**src/sv/velocity_form_pid_controller_defines.svh**
```systemverilog
// Assertion macros for the incremental PID controller.
// Included by the top-level RTL file, which checks its own control logic.
`ifndef VELOCITY_FORM_PID_CONTROLLER_DEFINES_SVH
`define VELOCITY_FORM_PID_CONTROLLER_DEFINES_SVH

`ifndef SYNTHESIS
`define VFPC_ASSERT(lbl, prop, msg) \
  lbl: assert property (@(posedge clk) disable iff (!rst_n) prop) else $error(msg);
`define VFPC_ASSERT_ALWAYS(lbl, prop, msg) \
  lbl: assert property (@(posedge clk) prop) else $error(msg);
`else
`define VFPC_ASSERT(lbl, prop, msg)
`define VFPC_ASSERT_ALWAYS(lbl, prop, msg)
`endif

`endif

```
**src/sv/vfpc_pkg.sv**
```systemverilog
// Shared types and widths of the incremental PID controller.
// No dependencies.
`default_nettype none
package vfpc_pkg;

  localparam int MULT_W     = 16;
  localparam int MULT_CNT_W = 4;
  localparam int MCAND_W    = 34;
  localparam int PROD_W     = MCAND_W + MULT_W;
  localparam int DIV_W      = PROD_W;
  localparam int DIV_CNT_W  = 6;
  localparam int DVSR_W     = 16;
  localparam int COEF_W     = 35;
  localparam int ACC_W      = 52;
  localparam int GAIN_W     = 16;
  localparam int ERR_W      = 16;
  localparam int DRV_W      = 32;
  localparam logic [1:0] LAST_TERM = 2'd2;

  typedef enum logic [1:0] {
    REG_KP,
    REG_KI,
    REG_KD,
    REG_PER
  } reg_idx_t;

  typedef enum logic [3:0] {
    ST_IDLE,
    ST_MUL_KD,
    ST_DIV_C1,
    ST_MUL_KI,
    ST_DIV_C3,
    ST_COEF,
    ST_MUL_T,
    ST_DIV_T,
    ST_OUT
  } state_t;

  typedef struct packed {
    logic busy;
    logic done;
  } unit_stat_t;

endpackage
`default_nettype wire

```
**src/sv/vfpc_mul.sv**
```systemverilog
// Bit-serial unsigned shift-add multiplier, one multiplier bit per cycle.
// Depends on vfpc_pkg.
`default_nettype none
module vfpc_mul (
  input  wire logic                         clk,
  input  wire logic                         rst_n,
  input  wire logic                         start,
  input  wire logic [vfpc_pkg::MCAND_W-1:0] mcand,
  input  wire logic [vfpc_pkg::MULT_W-1:0]  mplier,
  output vfpc_pkg::unit_stat_t              stat,
  output logic      [vfpc_pkg::PROD_W-1:0]  prod
);
  import vfpc_pkg::*;

  logic [MCAND_W-1:0]    a_r;
  logic [MCAND_W:0]      hi_r;
  logic [MULT_W-1:0]     lo_r;
  logic [MULT_CNT_W-1:0] cnt_r;
  logic                  busy_r;
  logic                  done_r;
  logic [MCAND_W:0]      sum;

  always_comb begin
    sum = hi_r + (lo_r[0] ? {1'b0, a_r} : '0);
  end

  always_ff @(posedge clk) begin
    if (!rst_n) begin
      busy_r <= 1'b0;
      done_r <= 1'b0;
      cnt_r  <= '0;
    end else begin
      done_r <= 1'b0;
      if (start) begin
        busy_r <= 1'b1;
        cnt_r  <= '0;
      end else if (busy_r) begin
        cnt_r <= cnt_r + 1'b1;
        if (cnt_r == MULT_CNT_W'(MULT_W - 1)) begin
          busy_r <= 1'b0;
          done_r <= 1'b1;
        end
      end
    end
  end

  always_ff @(posedge clk) begin
    if (start) begin
      a_r  <= mcand;
      hi_r <= '0;
      lo_r <= mplier;
    end else if (busy_r) begin
      hi_r <= {1'b0, sum[MCAND_W:1]};
      lo_r <= {sum[0], lo_r[MULT_W-1:1]};
    end
  end

  assign prod      = {hi_r[MCAND_W-1:0], lo_r};
  assign stat.busy = busy_r;
  assign stat.done = done_r;

endmodule
`default_nettype wire

```
**src/sv/vfpc_div.sv**
```systemverilog
// Bit-serial restoring divider, one quotient bit per cycle.
// Depends on vfpc_pkg.
`default_nettype none
module vfpc_div (
  input  wire logic                        clk,
  input  wire logic                        rst_n,
  input  wire logic                        start,
  input  wire logic [vfpc_pkg::DIV_W-1:0]  dividend,
  input  wire logic [vfpc_pkg::DVSR_W-1:0] divisor,
  output vfpc_pkg::unit_stat_t             stat,
  output logic      [vfpc_pkg::DIV_W-1:0]  quo,
  output logic      [vfpc_pkg::DVSR_W-1:0] rem
);
  import vfpc_pkg::*;

  logic [DIV_W-1:0]     quo_r;
  logic [DVSR_W-1:0]    rem_r;
  logic [DVSR_W-1:0]    dvsr_r;
  logic [DIV_CNT_W-1:0] cnt_r;
  logic                 busy_r;
  logic                 done_r;
  logic [DVSR_W:0]      trial;
  logic [DVSR_W:0]      diff;
  logic                 fits;

  always_comb begin
    trial = {rem_r, quo_r[DIV_W-1]};
    diff  = trial - {1'b0, dvsr_r};
    fits  = trial >= {1'b0, dvsr_r};
  end

  always_ff @(posedge clk) begin
    if (!rst_n) begin
      busy_r <= 1'b0;
      done_r <= 1'b0;
      cnt_r  <= '0;
    end else begin
      done_r <= 1'b0;
      if (start) begin
        busy_r <= 1'b1;
        cnt_r  <= '0;
      end else if (busy_r) begin
        cnt_r <= cnt_r + 1'b1;
        if (cnt_r == DIV_CNT_W'(DIV_W - 1)) begin
          busy_r <= 1'b0;
          done_r <= 1'b1;
        end
      end
    end
  end

  always_ff @(posedge clk) begin
    if (start) begin
      quo_r  <= dividend;
      rem_r  <= '0;
      dvsr_r <= divisor;
    end else if (busy_r) begin
      rem_r <= fits ? diff[DVSR_W-1:0] : trial[DVSR_W-1:0];
      quo_r <= {quo_r[DIV_W-2:0], fits};
    end
  end

  assign quo       = quo_r;
  assign rem       = rem_r;
  assign stat.busy = busy_r;
  assign stat.done = done_r;

endmodule
`default_nettype wire

```
**src/sv/velocity_form_pid_controller.sv**
```systemverilog
// Top level of the incremental PID controller: sequencer, registers, APB port.
// Depends on vfpc_pkg, vfpc_mul, vfpc_div and the assertion macro header.
//
// One error sample in, one saturated drive value out per request; the result is
// loaded once the output is free. All arithmetic runs through one bit-serial
// multiplier and one bit-serial divider: two multiply/divide passes form the
// coefficients from the gain and period registers, then three more form the
// terms q*e/SCALE, which are summed with the previous output and clamped to 32
// bits. A new sample is taken when the sequencer is idle, even while the last
// result still waits on the output. A sample_period of zero counts as one.
`default_nettype none
`include "velocity_form_pid_controller_defines.svh"
module velocity_form_pid_controller #(
  parameter int SCALE = 1000
) (
  input  wire logic        clk,
  input  wire logic        rst_n,
  input  wire logic        in_valid,
  output logic             in_ready,
  input  wire logic [15:0] in_error_sample,
  output logic             out_valid,
  input  wire logic        out_ready,
  output logic [31:0]      out_drive_value,
  input  wire logic        psel,
  input  wire logic        penable,
  input  wire logic        pwrite,
  input  wire logic [3:0]  paddr,
  input  wire logic [31:0] pwdata,
  output logic [31:0]      prdata,
  output logic             pready
);
  import vfpc_pkg::*;

  state_t state_r, state_nxt;
  logic   go_r;

  logic [GAIN_W-1:0] kp_r, ki_r, kd_r, per_r;
  logic [GAIN_W-1:0] per_eff;
  reg_idx_t          reg_idx;

  logic [ERR_W-1:0]        e_r [3];
  logic [DRV_W-1:0]        drive_prev_r;
  logic [30:0]             c1_r;
  logic [31:0]             c2_r;
  logic [31:0]             c3_r;
  logic signed [COEF_W-1:0] q_r [3];
  logic [1:0]              term_r;
  logic signed [ACC_W-1:0] acc_r;
  logic                    out_valid_r;
  logic [DRV_W-1:0]        out_drive_r;

  logic               mul_start, div_start;
  logic [MCAND_W-1:0] mul_a;
  logic [MULT_W-1:0]  mul_b;
  logic [DIV_W-1:0]   div_dvd;
  logic [DVSR_W-1:0]  div_dvsr;
  unit_stat_t         mul_stat, div_stat;
  logic [PROD_W-1:0]  mul_prod;
  logic [DIV_W-1:0]   div_quo;
  logic [DVSR_W-1:0]  div_rem;

  logic signed [COEF_W-1:0] q_sel;
  logic [ERR_W-1:0]         e_sel;
  logic [MCAND_W-1:0]       q_mag;
  logic [MULT_W-1:0]        e_mag;
  logic                     term_neg;
  logic [ACC_W-1:0]         term_val;
  logic                     sat_hi, sat_lo;
  logic [DRV_W-1:0]         sat_val;
  logic                     out_free;
  logic [DVSR_W:0]         rem2;

  assign per_eff  = (per_r == '0) ? GAIN_W'(1) : per_r;
  assign reg_idx  = reg_idx_t'(paddr[3:2]);
  assign pready   = 1'b1;
  assign out_free = !out_valid_r || out_ready;

  vfpc_mul u_mul (
    .clk    (clk),
    .rst_n  (rst_n),
    .start  (mul_start),
    .mcand  (mul_a),
    .mplier (mul_b),
    .stat   (mul_stat),
    .prod   (mul_prod)
  );

  vfpc_div u_div (
    .clk      (clk),
    .rst_n    (rst_n),
    .start    (div_start),
    .dividend (div_dvd),
    .divisor  (div_dvsr),
    .stat     (div_stat),
    .quo      (div_quo),
    .rem      (div_rem)
  );

  // config registers
  always_ff @(posedge clk) begin
    if (!rst_n) begin
      kp_r  <= GAIN_W'(1000);
      ki_r  <= '0;
      kd_r  <= '0;
      per_r <= GAIN_W'(1000);
    end else if (psel && penable && pwrite && pready) begin
      unique case (reg_idx)
        REG_KP:  kp_r  <= pwdata[GAIN_W-1:0];
        REG_KI:  ki_r  <= pwdata[GAIN_W-1:0];
        REG_KD:  kd_r  <= pwdata[GAIN_W-1:0];
        REG_PER: per_r <= pwdata[GAIN_W-1:0];
        default: ;
      endcase
    end
  end

  always_comb begin
    unique case (reg_idx)
      REG_KP:  prdata = 32'(kp_r);
      REG_KI:  prdata = 32'(ki_r);
      REG_KD:  prdata = 32'(kd_r);
      REG_PER: prdata = 32'(per_r);
      default: prdata = '0;
    endcase
  end

  // current term operands
  always_comb begin
    q_sel    = q_r[term_r];
    e_sel    = e_r[term_r];
    q_mag    = q_sel[COEF_W-1] ? MCAND_W'(-q_sel) : MCAND_W'(q_sel);
    e_mag    = e_sel[ERR_W-1] ? MULT_W'(-e_sel) : MULT_W'(e_sel);
    term_neg = q_sel[COEF_W-1] ^ e_sel[ERR_W-1];
    term_val = ACC_W'(div_quo);
    rem2     = {div_rem, 1'b0};
  end

  always_comb begin
    sat_hi = acc_r > $signed({{(ACC_W-DRV_W){1'b0}}, 32'h7FFF_FFFF});
    sat_lo = acc_r < $signed({{(ACC_W-DRV_W){1'b1}}, 32'h8000_0000});
    if (sat_hi) begin
      sat_val = 32'h7FFF_FFFF;
    end else if (sat_lo) begin
      sat_val = 32'h8000_0000;
    end else begin
      sat_val = acc_r[DRV_W-1:0];
    end
  end

  // next state
  always_comb begin
    state_nxt = state_r;
    unique case (state_r)
      ST_IDLE:   if (in_valid) state_nxt = ST_MUL_KD;
      ST_MUL_KD: if (mul_stat.done) state_nxt = ST_DIV_C1;
      ST_DIV_C1: if (div_stat.done) state_nxt = ST_MUL_KI;
      ST_MUL_KI: if (mul_stat.done) state_nxt = ST_DIV_C3;
      ST_DIV_C3: if (div_stat.done) state_nxt = ST_COEF;
      ST_COEF:   state_nxt = ST_MUL_T;
      ST_MUL_T:  if (mul_stat.done) state_nxt = ST_DIV_T;
      ST_DIV_T: begin
        if (div_stat.done) begin
          state_nxt = (term_r == LAST_TERM) ? ST_OUT : ST_MUL_T;
        end
      end
      ST_OUT:    if (out_free) state_nxt = ST_IDLE;
      default:   state_nxt = ST_IDLE;
    endcase
  end

  // sequencer outputs
  always_comb begin
    in_ready  = 1'b0;
    mul_start = 1'b0;
    div_start = 1'b0;
    mul_a     = q_mag;
    mul_b     = e_mag;
    div_dvd   = mul_prod;
    div_dvsr  = DVSR_W'(SCALE);
    unique case (state_r)
      ST_IDLE: in_ready = 1'b1;
      ST_MUL_KD: begin
        mul_start = go_r;
        mul_a     = MCAND_W'(SCALE);
        mul_b     = kd_r;
      end
      ST_DIV_C1: begin
        div_start = go_r;
        div_dvsr  = per_eff;
      end
      ST_MUL_KI: begin
        mul_start = go_r;
        mul_a     = MCAND_W'(ki_r);
        mul_b     = per_eff;
      end
      ST_DIV_C3: div_start = go_r;
      ST_MUL_T:  mul_start = go_r;
      ST_DIV_T:  div_start = go_r;
      ST_COEF, ST_OUT: ;
      default: ;
    endcase
  end

  always_ff @(posedge clk) begin
    if (!rst_n) begin
      state_r      <= ST_IDLE;
      go_r         <= 1'b0;
      out_valid_r  <= 1'b0;
      e_r[0]       <= '0;
      e_r[1]       <= '0;
      e_r[2]       <= '0;
      drive_prev_r <= '0;
    end else begin
      state_r <= state_nxt;
      go_r    <= state_nxt != state_r;
      if (in_valid && in_ready) begin
        e_r[0] <= in_error_sample;
      end
      if (state_r == ST_OUT && out_free) begin
        out_valid_r  <= 1'b1;
        e_r[2]       <= e_r[1];
        e_r[1]       <= e_r[0];
        drive_prev_r <= sat_val;
      end else if (out_valid_r && out_ready) begin
        out_valid_r <= 1'b0;
      end
    end
  end

  always_ff @(posedge clk) begin
    if (state_r == ST_DIV_C1 && div_stat.done) begin
      c1_r <= div_quo[30:0];
      c2_r <= {div_quo[30:0], 1'b0} + 32'(rem2 >= {1'b0, per_eff});
    end
    if (state_r == ST_DIV_C3 && div_stat.done) begin
      c3_r <= div_quo[32:1];
    end
    if (state_r == ST_COEF) begin
      q_r[0] <= COEF_W'(kp_r) + COEF_W'(c1_r) + COEF_W'(c3_r);
      q_r[1] <= COEF_W'(c3_r) - COEF_W'(kp_r) - COEF_W'(c2_r);
      q_r[2] <= COEF_W'(c1_r);
      acc_r  <= ACC_W'($signed(drive_prev_r));
      term_r <= '0;
    end
    if (state_r == ST_DIV_T && div_stat.done) begin
      acc_r  <= term_neg ? acc_r - $signed(term_val) : acc_r + $signed(term_val);
      term_r <= term_r + 1'b1;
    end
    if (state_r == ST_OUT && out_free) begin
      out_drive_r <= sat_val;
    end
  end

  assign out_valid       = out_valid_r;
  assign out_drive_value = out_drive_r;

  `VFPC_ASSERT(a_accept_busy, (in_valid && in_ready) |=> !in_ready, "sample taken while busy")
  `VFPC_ASSERT(a_idle_units, (state_r == ST_IDLE) |-> (!mul_stat.busy && !div_stat.busy), "unit busy in idle")
  `VFPC_ASSERT(a_load_out, $rose(out_valid) |-> $past(state_r == ST_OUT), "result loaded outside output state")

endmodule
`default_nettype wire
```
**config.mk**
```make
export PLATFORM = sky130hd
export DESIGN_NAME = velocity_form_pid_controller
export DESIGN_NICKNAME = d
export VERILOG_FILES = /design/src/sv/vfpc_pkg.sv /design/src/sv/vfpc_mul.sv /design/src/sv/vfpc_div.sv /design/src/sv/velocity_form_pid_controller.sv
export VERILOG_INCLUDE_DIRS = /design/src /design/src/sv
export SDC_FILE = /design/constraint.sdc
export NUM_CORES = 2
export LEC_CHECK = 0
export ABC_AREA = 0
export BUFFER_PORTS_ARGS = -buffer_cell sky130_fd_sc_hd__buf_2
export CORE_AREA = 3 3 257 259
export DETAILED_ROUTE_END_ITERATION = 10
export DIE_AREA = 0 0 260 262
export GPL_ROUTABILITY_DRIVEN = 0
export PLACE_DENSITY_LB_ADDON = 0.08
export SLEW_MARGIN = 20
export SYNTH_ARGS = -nofsm -noshare
export SYNTH_HDL_FRONTEND = slang
export SYNTH_HIERARCHICAL = 1
export SYNTH_SLANG_ARGS = --single-unit
```
**constraint.sdc**
```tcl
create_clock -name clk -period 7.8 [get_ports clk]
set_input_delay 1.56 -clock clk [delete_from_list [all_inputs] [get_ports clk]]
set_output_delay 1.56 -clock clk [all_outputs]
set_load 0.05 [all_outputs]
```
After elaboration in Yosys (flattened, before gate mapping)
Memories as Yosys holds them, arrays and structs flattened. A register that Yosys moved wholly into a read port is not among the register bits. Cells that the tools add are included.

Flip-flop bits (word level): 463. Latch bits: 0. Bits in writable memories: 153. Bits in read-only memories: 0. Output and inout port bits: 67. Logic and storage cells: 151. Memories: 2.

Add/subtract/negate cells: 14. $mul: 0. Divide/modulo/power cells: 0. $lt $le $gt $ge: 4. Eq/ne operators: 15. Shifts and indexed selects: 0. Multiplexer cells: 56. Bitwise gates (word level): 7. Reduce and logical (&&, ||, !) cells: 27.

Memories: q_r (depth 3, width 35, rd ports 1, clocked after Yosys merged registers in 1, wr ports 3, RTL line velocity_form_pid_controller.sv:46) `logic signed [COEF_W-1:0] q_r [3];`; e_r (depth 3, width 16, rd ports 3, clocked after Yosys merged registers in 1, wr ports 3, RTL line velocity_form_pid_controller.sv:41) `logic [ERR_W-1:0] e_r [3];`.

Operator list (number): 2-to-1 mux 52 bit (3); 2-to-1 mux 16 bit (8); one-hot mux 32 bit (4 select lines) (1); 2-to-1 mux 50 bit (2); 2-to-1 mux 34 bit (2); one-hot mux 34 bit (2 select lines) (1); 2-to-1 mux 32 bit (2); adder 52 x 51 -> 52 bit (1); greater-than comparator 52 x 32 -> 1 bit (second input constant) (1); < comparator 52 x 32 -> 1 bit (second input constant) (1); subtractor 52 x 51 -> 52 bit (1); 2-to-1 mux 4 bit (9); one-hot mux 4 bit (9 select lines) (1); adder 34 x 35 -> 35 bit (1); greater-or-equal comparator 17 x 16 -> 1 bit (2); negator 34 bit (1); subtractor 33 x 33 -> 34 bit (1); adder 32 x 32 -> 33 bit (1); subtractor 32 x 16 -> 33 bit (1); adder 16 x 31 -> 32 bit (1); adder 32 x 1 -> 32 bit (1); one-hot mux 16 bit (2 select lines) (1); 2-to-1 mux 1 bit (22); == test 4 x 3 -> 1 bit (second input constant) (4); other kinds (26) (54).

Logic depth before layout (Yosys ltp)
Depth in word-level cells: 7. Mapped depth: 24.

By module
Netlist, hierarchy kept.

Modules (own cells, without submodules): velocity_form_pid_controller (times used 1, cells each 2704, area an instance 25916.1 µm², seq. area each 10970.5 µm²); vfpc_mul (times used 1, cells each 529, area an instance 5302.6 µm², seq. area each 2302.2 µm²); vfpc_div (times used 1, cells each 378, area an instance 4575.6 µm², seq. area each 2462.4 µm²).

Worst setup path after synthesis
No wires, ideal clock.

Path type: register to register. Start point: reg state_r[0]. End point: reg acc_r[0] (enable). Library setup time: 0.408 ns. Arrival: 4.664 ns. Data required time: 7.392 ns. Slack: 2.727 ns. Cell stages (with the launch flop): 6. Buffers on the path: 2. Path through: dfxtp_1 -> clkbuf_1 -> clkbuf_1 -> and3_1 -> nor2_1 -> inv_1.

Word-level cells in the longest chain between the ends: 3. Elaborated cells on any way between the ends: 4. Classes of those cells: 2 x eq/ne; 2 x reduce/logical.

Ends and longest elaborated chain: from (decl) (RTL line velocity_form_pid_controller.sv:34) `state_t state_r, state_nxt;`; from (signal assigned) (RTL line velocity_form_pid_controller.sv:214) `state_r <= state_nxt;`; == test 4 x 3 -> 1 bit (RTL line velocity_form_pid_controller.sv:245) `if (state_r == ST_DIV_T && div_stat.done) begin`; logical AND 1 bit (RTL line velocity_form_pid_controller.sv:245); nonzero test 2 bit (no line) *; to (signal assigned) (RTL line velocity_form_pid_controller.sv:242) `acc_r <= ACC_W'($signed(drive_prev_r));`; to (signal assigned) (RTL line velocity_form_pid_controller.sv:246) `acc_r <= term_neg ? acc_r - $signed(term_val) : acc_r + $signed(term_val);`; to (decl) (RTL line velocity_form_pid_controller.sv:48) `logic signed [ACC_W-1:0] acc_r;`.

Every way passes the cells marked *; elsewhere a longest branch is shown, timed or not. A chain may end at the register's enable or synchronous reset.

==> flow_summary.yaml <==
run_status:
  outcome: "complete, no violations"
route:
  drc_errors: 0
  via_per_inst: 6.157
  drt_iter0_markers: 2559
  wl_mm: 96.21
  ant_nets: 0
  wl_per_cell_um: 21.18
  via_count: 27960
  firstDrtPassIters: 6
worst_setup_path:
  critPathRequiredTime_ns: 8.17
  critPathSlowestCell: "a31oi_2"
  max_stage_delay_ns: 0.52
  crit_family: "compound AO/OA/AOI/OAI gates"
  cp_cell_sequence: "inv_1 > ha_1 > nor2b_1 > o21ai_0 > nand2_1 > a21oi_1 > o21ai_1 > a31oi_1 > o211ai_1 > a31oi_2 > xnor2_1 > ha_1 > a21o_1 > a21o_1 > a221oi_1 > o21ai_1 > a211o_1 > a41oi_2 > a211oi_1 > a211oi_2 > xnor2_1"
  worst_setup_path_start_kind: "flip-flop"
  worst-path-buf-inv: 1
  critPathArrivalTime_ns: 6.03
  path_class: "flip-flop to flip-flop"
  rrSetupSlack_ns: 2.13
  crit_path_end_kind: "flip-flop"
  cp_max_fo: 8
pwr:
  power.total_mw: 8.170
  pwr-share-clk_pct: 38.1
  static-leakage-power_nw: 15.08
  p_int_mw: 5.861
  power.switching_mw: 2.309
  seq_power_share_pct: 43.8
  power_density_nw_per_um2: 209.5
  power_frac_comb_pct: 18.1
  peakVddDrop_mv: 0.1973
  netSwitchingFraction_pct: 28.26
sta:
  worst_pin_slew_ns: 1.115
  fin_crit_ns: 5.669
  skew_ns: 0.02939
  setup_viol: 0
  final_max_slew_viol_count: 0
  finalSetupTns_ns: 0
  rsz0062_at_grt: "false"
  hold_violations: 0
  fmax_ghz: 0.1764
  fin_crit_sh_pct: 72.68
  slew_headroom_pct: 25.69
grt:
  grt_pass1_vias: 27000
  grt_first_pass_wirelength_mm: 150.7
  top_usage_layer: "met2"
  grt_antenna_before_repair: 1
  gr-usage-met3_pct: 3.566
  grt.total_usage_pct: 28.05
  grt_overflow: 0
  met2_usage_pct: 44.03
  grt_use_met1_pct: 40.53
  grt_max_degree: 91
clock_network:
  clk_pin_slew_ns: 0.06
  cts_sinks: 580
  cts-buffers-inserted: 61
  post-cts-setup-buffer-count: 0
  cts_buffer_depth: 3
  cts_resized: 0
  worstSkewPairLatency_ns: 0.65
  cts_root_buffer: "clkbuf_16"
  cts_tree: "yes"
  postCtsHoldBufs: 0
  htreeDepth: 2
job:
  drv_cap: 0
synthesis:
  synth.avg_cell_area_um2: 9.914
  yosysWarnings: 6
  netlist_area_um2: 35780
  netlist_instances: 3609
placement:
  dpl-instance-area_um2: 36850
  hpwl_mm: 70.62
  dp_cells: 4426
  numPortBuffers: 90
floorplanning:
  die_area_um2: 68120
  die_h_um: 262
  core_um2: 64120
  rows: 93
  initial_utilization_pct: 55.80
  pin_count: 126
  dieWidth_um: 260
worst_hold_path:
  hold_class: "flip-flop to flip-flop"
finish:
  final_nets: 3932
  fin_area_um2: 39000
  final_cells: 4542
  final_core_util_pct: 60.84
  area_growth_pct: 9.015
  drive_gt1_share_pct: 10.34
## power by group through the flow
| stage | Sequential, mW | Clock (mW) | Combinational, mW |
|---|---|---|---|
| after floorplan | 3.58 | 0 | 1.17 |
| after global placement | 3.63 | 0 | 1.39 |
| after detailed placement | 3.64 | 0 | 1.44 |
| after CTS | 3.57 | 3.17 | 1.45 |
| after global routing | 3.60 | 3.29 | 1.64 |
| final | 3.58 | 3.12 | 1.48 |
## registers in the layout, summed over array words and instances, names as in the netlist, 31 cells and up, named ones only
signal,flops
q_r,98
acc_r,52
u_div/quo,50
e_r,48
u_mul/a_r,34
u_mul/hi_r,34
c3_r,32
drive_prev_r,32
out_drive_value,32
c1_r,31
## final timing paths
path,start,endpoint,cells past startpoint
worst max register to register,kp_r[1],q_r[1][32],21
worst min-delay path,drive_prev_r[7],drive_prev_r[7],2
worst min register to register,drive_prev_r[7],drive_prev_r[7],2
worst max-delay path,kp_r[1],q_r[1][32],21
## stage by stage
| stage | hold WS [ns] | worst slack (ns) |
|---|---|---|
| after floorplan | 0.4264 | 2.727 |
| after global placement | 0.4414 | 2.280 |
| after detailed placement | 0.4471 | 2.224 |
| after CTS | 0.4564 | 2.194 |
| after global routing | 0.4731 | 1.817 |
| final | 0.4551 | 2.131 |
## area by class of cell
cell class | count | area, µm²
antenna | 1 | 2.502
tap | 855 | 1070
multi-input combinational | 2703 | 18720
clock buffer | 72 | 1618
fill | 5375 | 25110
clock inverter | 43 | 539.3
sequential | 580 | 15740
inverter | 166 | 623.1
timing repair buffer | 122 | 690.7
## routing by layer
layer / wire (µm) / up-vias
li1: - / 13150
met1: 43170 / 13530
met2: 43560 / 1105
met3: 6551 / 185
met4: 2935 / 0
met5: 0 / -
## worst register-to-register path: stages, from the launching register on
cell and delay [ns]:
dfxtp_1 0.49, inv_1 0.09, ha_1 0.29, nor2b_1 0.13
o21ai_0 0.16, nand2_1 0.11, a21oi_1 0.16, o21ai_1 0.11
a31oi_1 0.50, o211ai_1 0.24, a31oi_2 0.52, xnor2_1 0.17
ha_1 0.37, a21o_1 0.21, a21o_1 0.17, a221oi_1 0.28
o21ai_1 0.23, a211o_1 0.40, a41oi_2 0.30, a211oi_1 0.13
a211oi_2 0.23, xnor2_1 0.12
## cell usage in the layout, fill, tap and decap left out, types with 22 or more instances in the layout
master and count:
edfxtp_1 412, nand2_1 398, a21oi_1 318, nor2_1 228, ha_1 217, o21ai_0 178, dfxtp_1 166, inv_1 161
xnor2_1 137, a21o_1 129, xor2_1 125, and2_1 109, buf_2 90, mux2_2 73, mux2i_1 62, clkbuf_16 61
nand3_1 51, nand4_1 49, nor3_1 47, a31oi_1 34, nand2b_1 32, buf_4 32, o21bai_1 31, o21ai_1 29
o211ai_1 28, and3_1 26, nor2b_1 26, or3_1 24, fa_1 22
(Power assumes the default switching activity.)
